### src/bdq_pkg.sv
// ----------------------------------------------------------------------------
// bdq_pkg
// Shared sizes, codes and ring-index helpers for the bounded deque block.
// ----------------------------------------------------------------------------
package bdq_pkg;

    // Store size and derived widths
    localparam int CAPACITY    = 16;
    localparam int ADDR_W      = $clog2(CAPACITY);
    localparam int CNT_W       = $clog2(CAPACITY + 1);

    // Fixed beat field widths
    localparam int REQ_W       = 2;
    localparam int VAL_W       = 32;
    localparam int STATUS_W    = 2;
    localparam int COUNT_OUT_W = 5;

    // Request kinds
    typedef enum logic [REQ_W-1:0] {
        REQ_ADD_FRONT = 2'd0,
        REQ_ADD_BACK  = 2'd1,
        REQ_REMOVE    = 2'd2,
        REQ_SEARCH    = 2'd3
    } t_req_type;

    // Response status codes
    typedef enum logic [STATUS_W-1:0] {
        ST_DONE  = 2'd0,
        ST_FULL  = 2'd1,
        ST_EMPTY = 2'd2
    } t_status;

    // Controller states
    typedef enum logic [1:0] {
        S_IDLE,
        S_EXEC,
        S_SEARCH,
        S_DONE
    } t_state;

    // Next ring position
    function automatic logic [ADDR_W-1:0] ring_inc(input logic [ADDR_W-1:0] a);
        return (a == ADDR_W'(CAPACITY - 1)) ? '0 : a + 1'b1;
    endfunction

    // Previous ring position
    function automatic logic [ADDR_W-1:0] ring_dec(input logic [ADDR_W-1:0] a);
        return (a == '0) ? ADDR_W'(CAPACITY - 1) : a - 1'b1;
    endfunction

    // front + offset, wrapped; offset is below CAPACITY so one subtract suffices
    function automatic logic [ADDR_W-1:0] ring_add(input logic [ADDR_W-1:0] a,
                                                   input logic [CNT_W-1:0]  b);
        logic [ADDR_W:0] sum;
        sum = (ADDR_W+1)'(a) + (ADDR_W+1)'(b);
        if (sum >= (ADDR_W+1)'(CAPACITY)) begin
            sum = sum - (ADDR_W+1)'(CAPACITY);
        end
        return sum[ADDR_W-1:0];
    endfunction

endpackage

### src/bdq_if.sv
// ----------------------------------------------------------------------------
// bdq_req_if / bdq_rsp_if
// Valid/ready channels for request beats and response beats.
// ----------------------------------------------------------------------------
interface bdq_req_if;
    import bdq_pkg::*;

    logic                    valid;
    logic                    ready;
    logic [REQ_W-1:0]        req_type;
    logic signed [VAL_W-1:0] value;

    modport source (output valid, output req_type, output value, input ready);
    modport sink   (input valid, input req_type, input value, output ready);
endinterface

interface bdq_rsp_if;
    import bdq_pkg::*;

    logic                   valid;
    logic                   ready;
    logic [STATUS_W-1:0]    status;
    logic                   found;
    logic [COUNT_OUT_W-1:0] count;
    logic                   is_empty;

    modport source (output valid, output status, output found, output count,
                    output is_empty, input ready);
    modport sink   (input valid, input status, input found, input count,
                    input is_empty, output ready);
endinterface

### src/bdq_ram.sv
// ----------------------------------------------------------------------------
// bdq_ram
// Generic simple dual-port RAM: one write port, one read port, registered read.
// ----------------------------------------------------------------------------
module bdq_ram #(
    parameter int WIDTH = 32,
    parameter int DEPTH = 16
) (
    input  logic                     i_clk,
    input  logic                     i_we,
    input  logic [$clog2(DEPTH)-1:0] i_waddr,
    input  logic [WIDTH-1:0]         i_wdata,
    input  logic [$clog2(DEPTH)-1:0] i_raddr,
    output logic [WIDTH-1:0]         o_rdata
);

    logic [WIDTH-1:0] r_mem [DEPTH];
    logic [WIDTH-1:0] r_rdata;

    // Write port
    always_ff @(posedge i_clk) begin
        if (i_we) begin
            r_mem[i_waddr] <= i_wdata;
        end
    end

    // Registered read port
    always_ff @(posedge i_clk) begin
        r_rdata <= r_mem[i_raddr];
    end

    assign o_rdata = r_rdata;

endmodule

### src/bounded_deque_with_search_top.sv
// Add front / add back / remove last: response registered in S_EXEC when the slot is free.
// Search: one RAM read per stored entry, walking front to back, stopping at the first match;
// an empty search answers from S_EXEC without a walk.
// One request in work at a time, a new one taken while a response waits; a new request
// is taken only back in S_IDLE, and output stalls hold the block in S_EXEC or S_DONE.
// Sync active-low reset empties the deque, drops any pending response, leaves the RAM as is.
// ----------------------------------------------------------------------------
// bounded_deque_with_search_top
// Bounded ring deque of signed 32-bit values with front-to-back linear search.
// ----------------------------------------------------------------------------
module bounded_deque_with_search_top (
    input  logic       i_clk,
    input  logic       i_rst_n,
    bdq_req_if.sink    i_req,
    bdq_rsp_if.source  o_rsp
);
    import bdq_pkg::*;

    // Control state
    t_state             r_state, n_state;
    logic [ADDR_W-1:0]  r_front, n_front;
    logic [CNT_W-1:0]   r_count, n_count;
    logic               r_out_valid, n_out_valid;

    // Request and search working registers
    t_req_type          r_req_type, n_req_type;
    logic [VAL_W-1:0]   r_value, n_value;
    logic [ADDR_W-1:0]  r_pos, n_pos;
    logic [ADDR_W-1:0]  r_left, n_left;
    logic               r_found, n_found;

    // Response payload
    t_status            r_out_status;
    logic               r_out_found;
    logic [COUNT_OUT_W-1:0] r_out_count;
    logic               r_out_empty;

    // RAM port signals
    logic               ram_we;
    logic [ADDR_W-1:0]  ram_waddr;
    logic [ADDR_W-1:0]  ram_raddr;
    logic [VAL_W-1:0]   ram_rdata;

    logic               slot_free;
    logic               load_out;
    t_status            out_status;
    logic               out_found;
    logic               is_full;

    bdq_ram #(
        .WIDTH (VAL_W),
        .DEPTH (CAPACITY)
    ) u_store (
        .i_clk   (i_clk),
        .i_we    (ram_we),
        .i_waddr (ram_waddr),
        .i_wdata (r_value),
        .i_raddr (ram_raddr),
        .o_rdata (ram_rdata)
    );

    assign slot_free = !r_out_valid || o_rsp.ready;
    assign is_full   = (r_count == CNT_W'(CAPACITY));

    // Next state and datapath control
    always_comb begin
        n_state     = r_state;
        n_front     = r_front;
        n_count     = r_count;
        n_req_type  = r_req_type;
        n_value     = r_value;
        n_pos       = r_pos;
        n_left      = r_left;
        n_found     = r_found;
        ram_we      = 1'b0;
        ram_waddr   = r_front;
        ram_raddr   = r_pos;
        load_out    = 1'b0;
        out_status  = ST_DONE;
        out_found   = 1'b0;

        unique case (r_state)
            S_IDLE: begin
                if (i_req.valid) begin
                    n_req_type = t_req_type'(i_req.req_type);
                    n_value    = $unsigned(i_req.value);
                    n_state    = S_EXEC;
                end
            end
            S_EXEC: begin
                n_found = 1'b0;
                case (r_req_type) inside
                    REQ_ADD_FRONT, REQ_ADD_BACK: begin
                        if (slot_free) begin
                            load_out = 1'b1;
                            n_state  = S_IDLE;
                            if (is_full) begin
                                out_status = ST_FULL;
                            end else begin
                                ram_we  = 1'b1;
                                n_count = r_count + 1'b1;
                                if (r_req_type == REQ_ADD_FRONT) begin
                                    ram_waddr = ring_dec(r_front);
                                    n_front   = ring_dec(r_front);
                                end else begin
                                    ram_waddr = ring_add(r_front, r_count);
                                end
                            end
                        end
                    end
                    REQ_REMOVE: begin
                        if (slot_free) begin
                            load_out = 1'b1;
                            n_state  = S_IDLE;
                            if (r_count == '0) begin
                                out_status = ST_EMPTY;
                            end else begin
                                n_count = r_count - 1'b1;
                            end
                        end
                    end
                    default: begin
                        // Search: empty store answers at once, else start the walk
                        if (r_count == '0) begin
                            if (slot_free) begin
                                load_out = 1'b1;
                                n_state  = S_IDLE;
                            end
                        end else begin
                            ram_raddr = r_front;
                            n_pos     = ring_inc(r_front);
                            n_left    = ADDR_W'(r_count - 1'b1);
                            n_state   = S_SEARCH;
                        end
                    end
                endcase
            end
            S_SEARCH: begin
                // Compare entry read last cycle; issue the next read if still going
                if (ram_rdata == r_value) begin
                    n_found = 1'b1;
                    n_state = S_DONE;
                end else if (r_left == '0) begin
                    n_state = S_DONE;
                end else begin
                    ram_raddr = r_pos;
                    n_pos     = ring_inc(r_pos);
                    n_left    = r_left - 1'b1;
                end
            end
            S_DONE: begin
                if (slot_free) begin
                    load_out  = 1'b1;
                    out_found = r_found;
                    n_state   = S_IDLE;
                end
            end
            default: begin
                n_state = S_IDLE;
            end
        endcase

        // Response slot: filled on load, emptied when the beat is taken
        if (load_out) begin
            n_out_valid = 1'b1;
        end else if (o_rsp.ready) begin
            n_out_valid = 1'b0;
        end else begin
            n_out_valid = r_out_valid;
        end
    end

    // Control registers
    always_ff @(posedge i_clk) begin
        if (!i_rst_n) begin
            r_state     <= S_IDLE;
            r_front     <= '0;
            r_count     <= '0;
            r_out_valid <= 1'b0;
        end else begin
            r_state     <= n_state;
            r_front     <= n_front;
            r_count     <= n_count;
            r_out_valid <= n_out_valid;
        end
    end

    // Working and response payload registers
    always_ff @(posedge i_clk) begin
        r_req_type <= n_req_type;
        r_value    <= n_value;
        r_pos      <= n_pos;
        r_left     <= n_left;
        r_found    <= n_found;
        if (load_out) begin
            r_out_status <= out_status;
            r_out_found  <= out_found;
            r_out_count  <= COUNT_OUT_W'(n_count);
            r_out_empty  <= (n_count == '0);
        end
    end

    assign i_req.ready    = (r_state == S_IDLE);
    assign o_rsp.valid    = r_out_valid;
    assign o_rsp.status   = r_out_status;
    assign o_rsp.found    = r_out_found;
    assign o_rsp.count    = r_out_count;
    assign o_rsp.is_empty = r_out_empty;

endmodule

### src/flat_wrapper.sv
// flat-port wrapper written by rule: the top's interface ports become plain ports
module bounded_deque_with_search_top_flat import bdq_pkg::*;
  (i_clk, i_rst_n, i_req_valid, i_req_req_type, i_req_value, i_req_ready, o_rsp_valid, o_rsp_status, o_rsp_found, o_rsp_count, o_rsp_is_empty, o_rsp_ready);
  bdq_req_if i_req_i ();
  bdq_rsp_if o_rsp_i ();
  input  logic i_clk;
  input  logic i_rst_n;
  input wire logic [$bits(i_req_i.valid)-1:0] i_req_valid;
  input wire logic [$bits(i_req_i.req_type)-1:0] i_req_req_type;
  input wire logic [$bits(i_req_i.value)-1:0] i_req_value;
  output wire logic [$bits(i_req_i.ready)-1:0] i_req_ready;
  output wire logic [$bits(o_rsp_i.valid)-1:0] o_rsp_valid;
  output wire logic [$bits(o_rsp_i.status)-1:0] o_rsp_status;
  output wire logic [$bits(o_rsp_i.found)-1:0] o_rsp_found;
  output wire logic [$bits(o_rsp_i.count)-1:0] o_rsp_count;
  output wire logic [$bits(o_rsp_i.is_empty)-1:0] o_rsp_is_empty;
  input wire logic [$bits(o_rsp_i.ready)-1:0] o_rsp_ready;
  assign i_req_i.valid = i_req_valid;
  assign i_req_i.req_type = i_req_req_type;
  assign i_req_i.value = i_req_value;
  assign i_req_ready = i_req_i.ready;
  assign o_rsp_valid = o_rsp_i.valid;
  assign o_rsp_status = o_rsp_i.status;
  assign o_rsp_found = o_rsp_i.found;
  assign o_rsp_count = o_rsp_i.count;
  assign o_rsp_is_empty = o_rsp_i.is_empty;
  assign o_rsp_i.ready = o_rsp_ready;
  bounded_deque_with_search_top u_core (.i_clk(i_clk), .i_rst_n(i_rst_n), .i_req(i_req_i), .o_rsp(o_rsp_i));
endmodule
### config.mk
export PLATFORM = sky130hd
export DESIGN_NAME = bounded_deque_with_search_top_flat
export DESIGN_NICKNAME = d
export VERILOG_FILES = /design/src/bdq_pkg.sv /design/src/bdq_if.sv /design/src/bdq_ram.sv /design/src/bounded_deque_with_search_top.sv /design/src/flat_wrapper.sv
export SDC_FILE = /design/constraint.sdc
export NUM_CORES = 1
export LEC_CHECK = 0
export BUFFER_PORTS_ARGS = -buffer_cell sky130_fd_sc_hd__buf_2
export CAP_MARGIN = 20
export CORE_UTILIZATION = 40
export DETAILED_ROUTE_END_ITERATION = 10
export GPL_ROUTABILITY_DRIVEN = 0
export PLACE_DENSITY = 0.52
export SLEW_MARGIN = 20
export SYNTH_ARGS = -nofsm -noshare
export SYNTH_HDL_FRONTEND = slang
export SYNTH_SLANG_ARGS = --single-unit
### constraint.sdc
create_clock -name i_clk -period 13.1 [get_ports i_clk]
set_input_delay 1.31 -clock i_clk [delete_from_list [all_inputs] [get_ports i_clk]]
set_output_delay 1.31 -clock i_clk [all_outputs]
set_load 0.05 [all_outputs]
# ---- Yosys cells after proc, flatten, opt, wreduce, memory -nomap -nowiden
# Memory sizes are Yosys's and may differ from the RTL's. A register that Yosys moved wholly into a read port is not among the register bits.
# Index checks and enable logic that the tools add are counted.
dict set report word_totals {
  ram_bits 512
  n_memories 1
  out_inout_bits 11
  in_bits 38
  latchBits 0
  reg_bits 64
  word_cells 119
  mem_bits_ro 0
}
# memory depth width rd rd_ports_with_merged_regs write_ports line_no
set mem_list {}
lappend mem_list {u_core.u_store.r_mem 16 32 1 1 1 bdq_ram.sv:17} ;# logic [WIDTH-1:0] r_mem [DEPTH];
dict set report op_classes {
  add_sub_neg 8
  n_div 0
  mux 61
  n_reduce_logical 17
  n_bitwise 1
  n_eq_ne 17
  shifts 0
  n_lt_le_gt_ge 1
  mul 0
}
# op n
set op_table {}
lappend op_table {{2-to-1 mux 4 bit} 23}
lappend op_table {{2-to-1 mux 5 bit} 7}
lappend op_table {{== test 32 bit} 1}
lappend op_table {{2-to-1 mux 2 bit} 12}
lappend op_table {{one-hot mux 4 bit (2 select lines)} 2}
lappend op_table {{2-to-1 mux 1 bit} 14}
lappend op_table {{!= test 2 bit, second input constant} 6}
lappend op_table {{subtractor 4 x 1 -> 4 bit, second input constant} 3}
lappend op_table {{zero test 5 bit} 2}
lappend op_table {{adder 4 x 1 -> 4 bit, second input constant} 2}
lappend op_table {{== test 4 bit, second input constant} 2}
lappend op_table {{zero test 4 bit} 2}
lappend op_table {{one-hot mux 2 bit (4 select lines)} 1}
lappend op_table {{AND reduction 2 bit} 4}
lappend op_table {{== test 2 bit, second input constant} 3}
lappend op_table {{AND reduction 6 bit} 1}
lappend op_table {{adder 4 x 5 -> 5 bit} 1}
lappend op_table {{adder 5 x 1 -> 5 bit, second input constant} 1}
lappend op_table {{== test 5 bit, second input constant} 1}
lappend op_table {{greater-or-equal comparator 5 bit, second input constant} 1}
lappend op_table {{AND reduction 5 bit} 1}
lappend op_table {{subtractor 5 x 1 -> 5 bit, second input constant} 1}
lappend op_table {{== test 2 x 1 -> 1 bit, second input constant} 2}
lappend op_table {{zero test 2 bit} 2}
lappend op_table {{8 further kinds} 10}

# ---- Depth between registers and ports, before layout
dict set report depth {
  depth_word 8
  depth_mapped 12
}

# ---- Cells and area by module
# From an unflattened synthesis, not the netlist that was laid out.
dict set report unflattened {
  cells_unflattened 1111
  hier_area_um2 23122.2
}
# mod instances seq_area_each_um2 area_per_inst_um2 cells_each
set by_module_without_submodules {}
lappend by_module_without_submodules {bdq_ram 1 16015.4 19835.3 838}
lappend by_module_without_submodules {bounded_deque_with_search_top 1 1801.7 3286.9 273}

# ---- Worst setup path after synthesis
# OpenSTA, ideal clock, no wires.
dict set report synth_path {
  path_kind {input-to-reg}
  from {in o_rsp_ready}
  to {mem u_core.u_store.r_mem[1][0] (enable)}
  t_required_ps 12639
  path_stages 7
  t_arrival_ps 4868
  slack_ps 7771
  path_cell_list {nand2b_1 -> clkbuf_1 -> nand4b_1 -> and2_1 -> or2_2 -> clkbuf_1 -> nor3_1}
}
dict set report synth_via {
  elab_chain_len 6
  elab_cells_between_ends 9
}
# item line_no
set synth_rtl {}
lappend synth_rtl {{start, declared} flat_wrapper.sv:17} ;# input wire logic [$bits(o_rsp_i.ready)-1:0] o_rsp_ready;
lappend synth_rtl {{logical OR 1 bit (*)} bounded_deque_with_search_top.sv:62} ;# assign slot_free = !r_out_valid || o_rsp.ready;
lappend synth_rtl {{2-to-1 mux 1 bit} bounded_deque_with_search_top.sv:94} ;# if (slot_free) begin
lappend synth_rtl {{2-to-1 mux 1 bit} bounded_deque_with_search_top.sv:92} ;# case (r_req_type) inside
lappend synth_rtl {{2-to-1 mux 1 bit} bounded_deque_with_search_top.sv:82} ;# unique case (r_state)
lappend synth_rtl {{2-to-1 mux 1 bit} bdq_ram.sv:22} ;# if (i_we) begin
lappend synth_rtl {{2-to-1 mux 1 bit (implied by the code)} bdq_ram.sv:23} ;# r_mem[i_waddr] <= i_wdata;
lappend synth_rtl {{end, declared} bdq_ram.sv:17}
# Mark *: on every way between the ends. The rest lies on a longest branch, timed or not.

# ---- Final worst setup path
dict set report layout_path {
  from {reg u_core.r_front[1]}
  to {mem u_core.u_store.r_mem[12][31] (enable)}
}
dict set report layout_via {
  elab_chain_len 8
  elab_cells_between_ends 12
}
# item line_no
set layout_rtl {}
lappend layout_rtl {{start, declared} bounded_deque_with_search_top.sv:21} ;# logic [ADDR_W-1:0] r_front, n_front;
lappend layout_rtl {{start signal, assigned} bounded_deque_with_search_top.sv:182} ;# r_front <= n_front;
lappend layout_rtl {{adder 4 x 5 -> 5 bit} bdq_pkg.sv:55} ;# sum = (ADDR_W+1)'(a) + (ADDR_W+1)'(b);
lappend layout_rtl {{subtractor 4 x 1 -> 4 bit / greater-or-equal comparator 5 bit (equally long branches)} {bdq_pkg.sv:57, bdq_pkg.sv:56}}
lappend layout_rtl {{2-to-1 mux 4 bit} bdq_pkg.sv:56} ;# if (sum >= (ADDR_W+1)'(CAPACITY)) begin
lappend layout_rtl {{2-to-1 mux 4 bit} bounded_deque_with_search_top.sv:102} ;# if (r_req_type == REQ_ADD_FRONT) begin
lappend layout_rtl {{2-to-1 mux 4 bit} bounded_deque_with_search_top.sv:97} ;# if (is_full) begin
lappend layout_rtl {{2-to-1 mux 4 bit} bounded_deque_with_search_top.sv:94}
lappend layout_rtl {{2-to-1 mux 4 bit} bounded_deque_with_search_top.sv:92}
lappend layout_rtl {{2-to-1 mux 4 bit (*)} bounded_deque_with_search_top.sv:82}
# Marks and branches as above.

==> flow_summary.toml <==
[logic_synthesis]
synth_top_family_by_area = "compound AO/OA/AOI/OAI gates"
synth_most_common_cell = "edfxtp_1"
synth_fp_nets = 2431
syn_inst = 2383
yosys.area_share.simple_pct = 9.359
synth-edff-count = 564
ys_ff_latch = 608
synth_ff_type = "edfxtp_1"
synth-xor-area-share_pct = 1.306
synthAdderAreaFrac_pct = 0.4708
seq_area_frac_synth_pct = 63.25
synth_compound_area_share_pct = 13.59
syn-cell-area_um2 = 28170
synth_common_cells = "edfxtp_1, nand2_1, a21oi_1, nor2_1, o21ai_0"
syn_avg_cell_area_um2 = 11.82
yosysWarnings = 0
synth_top_area_share_pct = 60.13
synth_mux_area_share_pct = 8.746
ys_types = 56
ys_async_sr_fraction_pct = 0
synthTopCellsByArea = "edfxtp_1, a21oi_1, mux2_2, nand2_1, mux2i_1"
yosysTopAreaCell = "edfxtp_1"

[timing]
fin_worst_skew_ns = 0.03208
period_share_pct = 38.89
slew_violations = 0
setup_slack_ns = 8.006
hold_violations = 0
setup_viol = 0
max_freq_mhz = 196.3
min_period_ns = 5.094
tns_ns = 0
max_slew_margin_pct = 25.27
worstMarginPinSlew_ns = 1.111
rsz0062_at_grt = "false"

[clock_network]
root_buffer = "clkbuf_16"
cts_hold_buffers = 0
path_clk_slew_ns = 0.05
post_cts_buffers = 0
numCtsBuffers = 66
cts.sinks = 608
htree_levels = 3
clk_latency_ns = 0.61
cts_resized = 0
clock_path_buffers = 3
cts_tree = "built"

[floorplanning]
rows = 96
dieArea_um2 = 71490
core_um2 = 69190
io_pins = 49
die_h_um = 267.4
die_x_um = 267.4
initial_utilization_pct = 40.71

[worst_setup_path]
arrival_ns = 5.33
worstPathMaxFanout = 71
worstSetupEndpointType = "register"
start_kind = "register"
critical_path_class = "reg -> reg"
cp.required_ns = 13.34

[route]
drt_iter0_markers = 2012
drc = 0
post_drt_wl_per_cell_um = 24.94
via_count = 19530
viasPerCell = 5.843
first_pass_iters = 5
final_antenna_net_count = 0
routed_wl_mm = 83.38

[pwr]
power.density_nw_per_um2 = 137.6
ir_drop_uv = 137.0
p_leak_nw = 10.35

[finish]
fill_cells = 6289
layout.cells.non_filler = 3343
synthToLayoutAreaGrowth_pct = 11.74
nets = 2410
drive_gt1_share_pct = 15.01

[placement]
dp_hpwl_mm = 44.07
dp_worst_setup_slack_ns = 8.001
port_buffers = 48
dp_cells = 3225

[global_route]
grt_pass1_vias = 19190
track_usage_pct = 23.40
antenna_found_initial = 0
grt_max_degree = 135
grt-ovfl-total = 0
grt_first_pass_wirelength_mm = 124.3

[job]
drv_cap = 0

[outcome]
status = "complete, no violations"

[min_path]
min_path_type = "reg -> reg"
## cell families after synthesis
group           after synthesis
simple gates                629
buf+inv                     200
xor+xnor                     42
flops                       608
mux                         230
fa+ha+maj                    10
compound gates              664
## flip-flops by register name (all words and copies together) (netlist names)
name	count
u_core.r_req_type	2
u_core.r_front	4
u_core.r_left	4
u_core.o_rsp.valid	1
u_core.r_found	1
u_core.r_value	32
u_core.o_rsp.found	1
u_core.r_count	5
u_core.r_pos	4
u_core.u_store.o_rdata	32
u_core.u_store.r_mem	512
u_core.o_rsp.status	2
u_core.o_rsp.is_empty	1
u_core.o_rsp.count	5
u_core.r_state	2
## path summary, 6_finish.rpt
path / startpoint / to / slack, ns / cells after the start
worst max-delay path: u_core.r_front[1] / u_core.u_store.r_mem[12][31] / 8.01 / 11
worst min-delay path: u_core.r_found / u_core.o_rsp.found / 0.56 / 2
worst min register to register: u_core.r_found / u_core.o_rsp.found / 0.56 / 2
worst max register to register: u_core.r_front[1] / u_core.u_store.r_mem[12][31] / 8.01 / 11
## cell usage in the layout, fill, tap and decap left out, types with 5 or more instances in the layout
master       n
nor2_4       9
nand2_1    335
clkinv_2     5
a32oi_1     32
inv_1        9
clkbuf_8    13
mux2_2     129
a31oi_1      5
clkinv_1     7
and2_1       7
bufinv_16    5
nand2b_1     5
nor3_2       8
clkbuf_16   70
mux2i_1    100
nor4_1       8
o22ai_1     97
xor2_1      35
a41o_1      32
dfxtp_1     42
nand3_1     71
nor2b_1      8
nor2_1     150
buf_4       47
o21ai_0    141
xnor2_1      7
clkbuf_1    14
edfxtp_1   564
ha_1         9
nor3_1      10
a21oi_1    331
buf_2       50
## metal layers
metal / part of all wire (%) / vias to the layer above / track usage, % / routed length (um)
met3: 5.9 / 153 / 2.924 / 4902
met5: 0 / - / 0 / 0
li1: - / 8870 / - / -
met1: 44 / 9808 / 31.59 / 36390
met4: 2.9 / 0 / 8.714 / 2454
met2: 48 / 703 / 38.55 / 39630
## final cells by class
type	instances	area [um^2]	area share, %
tap	931	1165	3.701
clock inverter	20	234.0	0.7433
antenna	1	2.502	0.007950
timing repair buffer	98	623.1	1.980
inverter	13	53.80	0.1709
clock buffer	97	1983	6.300
sequential	608	17820	56.62
multi-input combinational	1575	9593	30.48
## per-stage QoR
stage | total power [mW] | hold WS, ns | area [um^2] | util [%]
final | 4.332 | 0.5587 | 31480 | 45.50
after global routing | 4.460 | 0.5984 | 31470 | 45.49
after CTS | 4.370 | 0.5671 | 31470 | 45.49
after detailed placement | 2.471 | 0.5531 | 29260 | 42.29
after global placement | 2.467 | 0.5572 | 29250 | 42.27
after floorplan | 2.374 | 0.5200 | 28170 | -
## critical path, cell delays in order, from the launching register on
cell and delay [ns]:
dfxtp_4 0.33, buf_4 0.74, inv_2 0.66, fa_1 0.60
xnor2_1 0.15, nor2_1 0.06, a31oi_1 0.24, o22a_1 0.33
o21ai_0 0.34, buf_2 0.27, nor2_4 0.53, buf_4 0.47
## power breakdown
| part | total, mW | internal [mW] | switching, mW | leakage (nW) |
|---|---|---|---|---|
| combinational | 0.224 | 0.0682 | 0.156 | 3.80 |
| sequential | 2.21 | 2.16 | 0.0446 | 5.47 |
| clock | 1.90 | 1.15 | 0.753 | 1.09 |
| total | 4.33 | 3.38 | 0.954 | 10.3 |
Note: power is estimated with default switching activity, not from simulation.
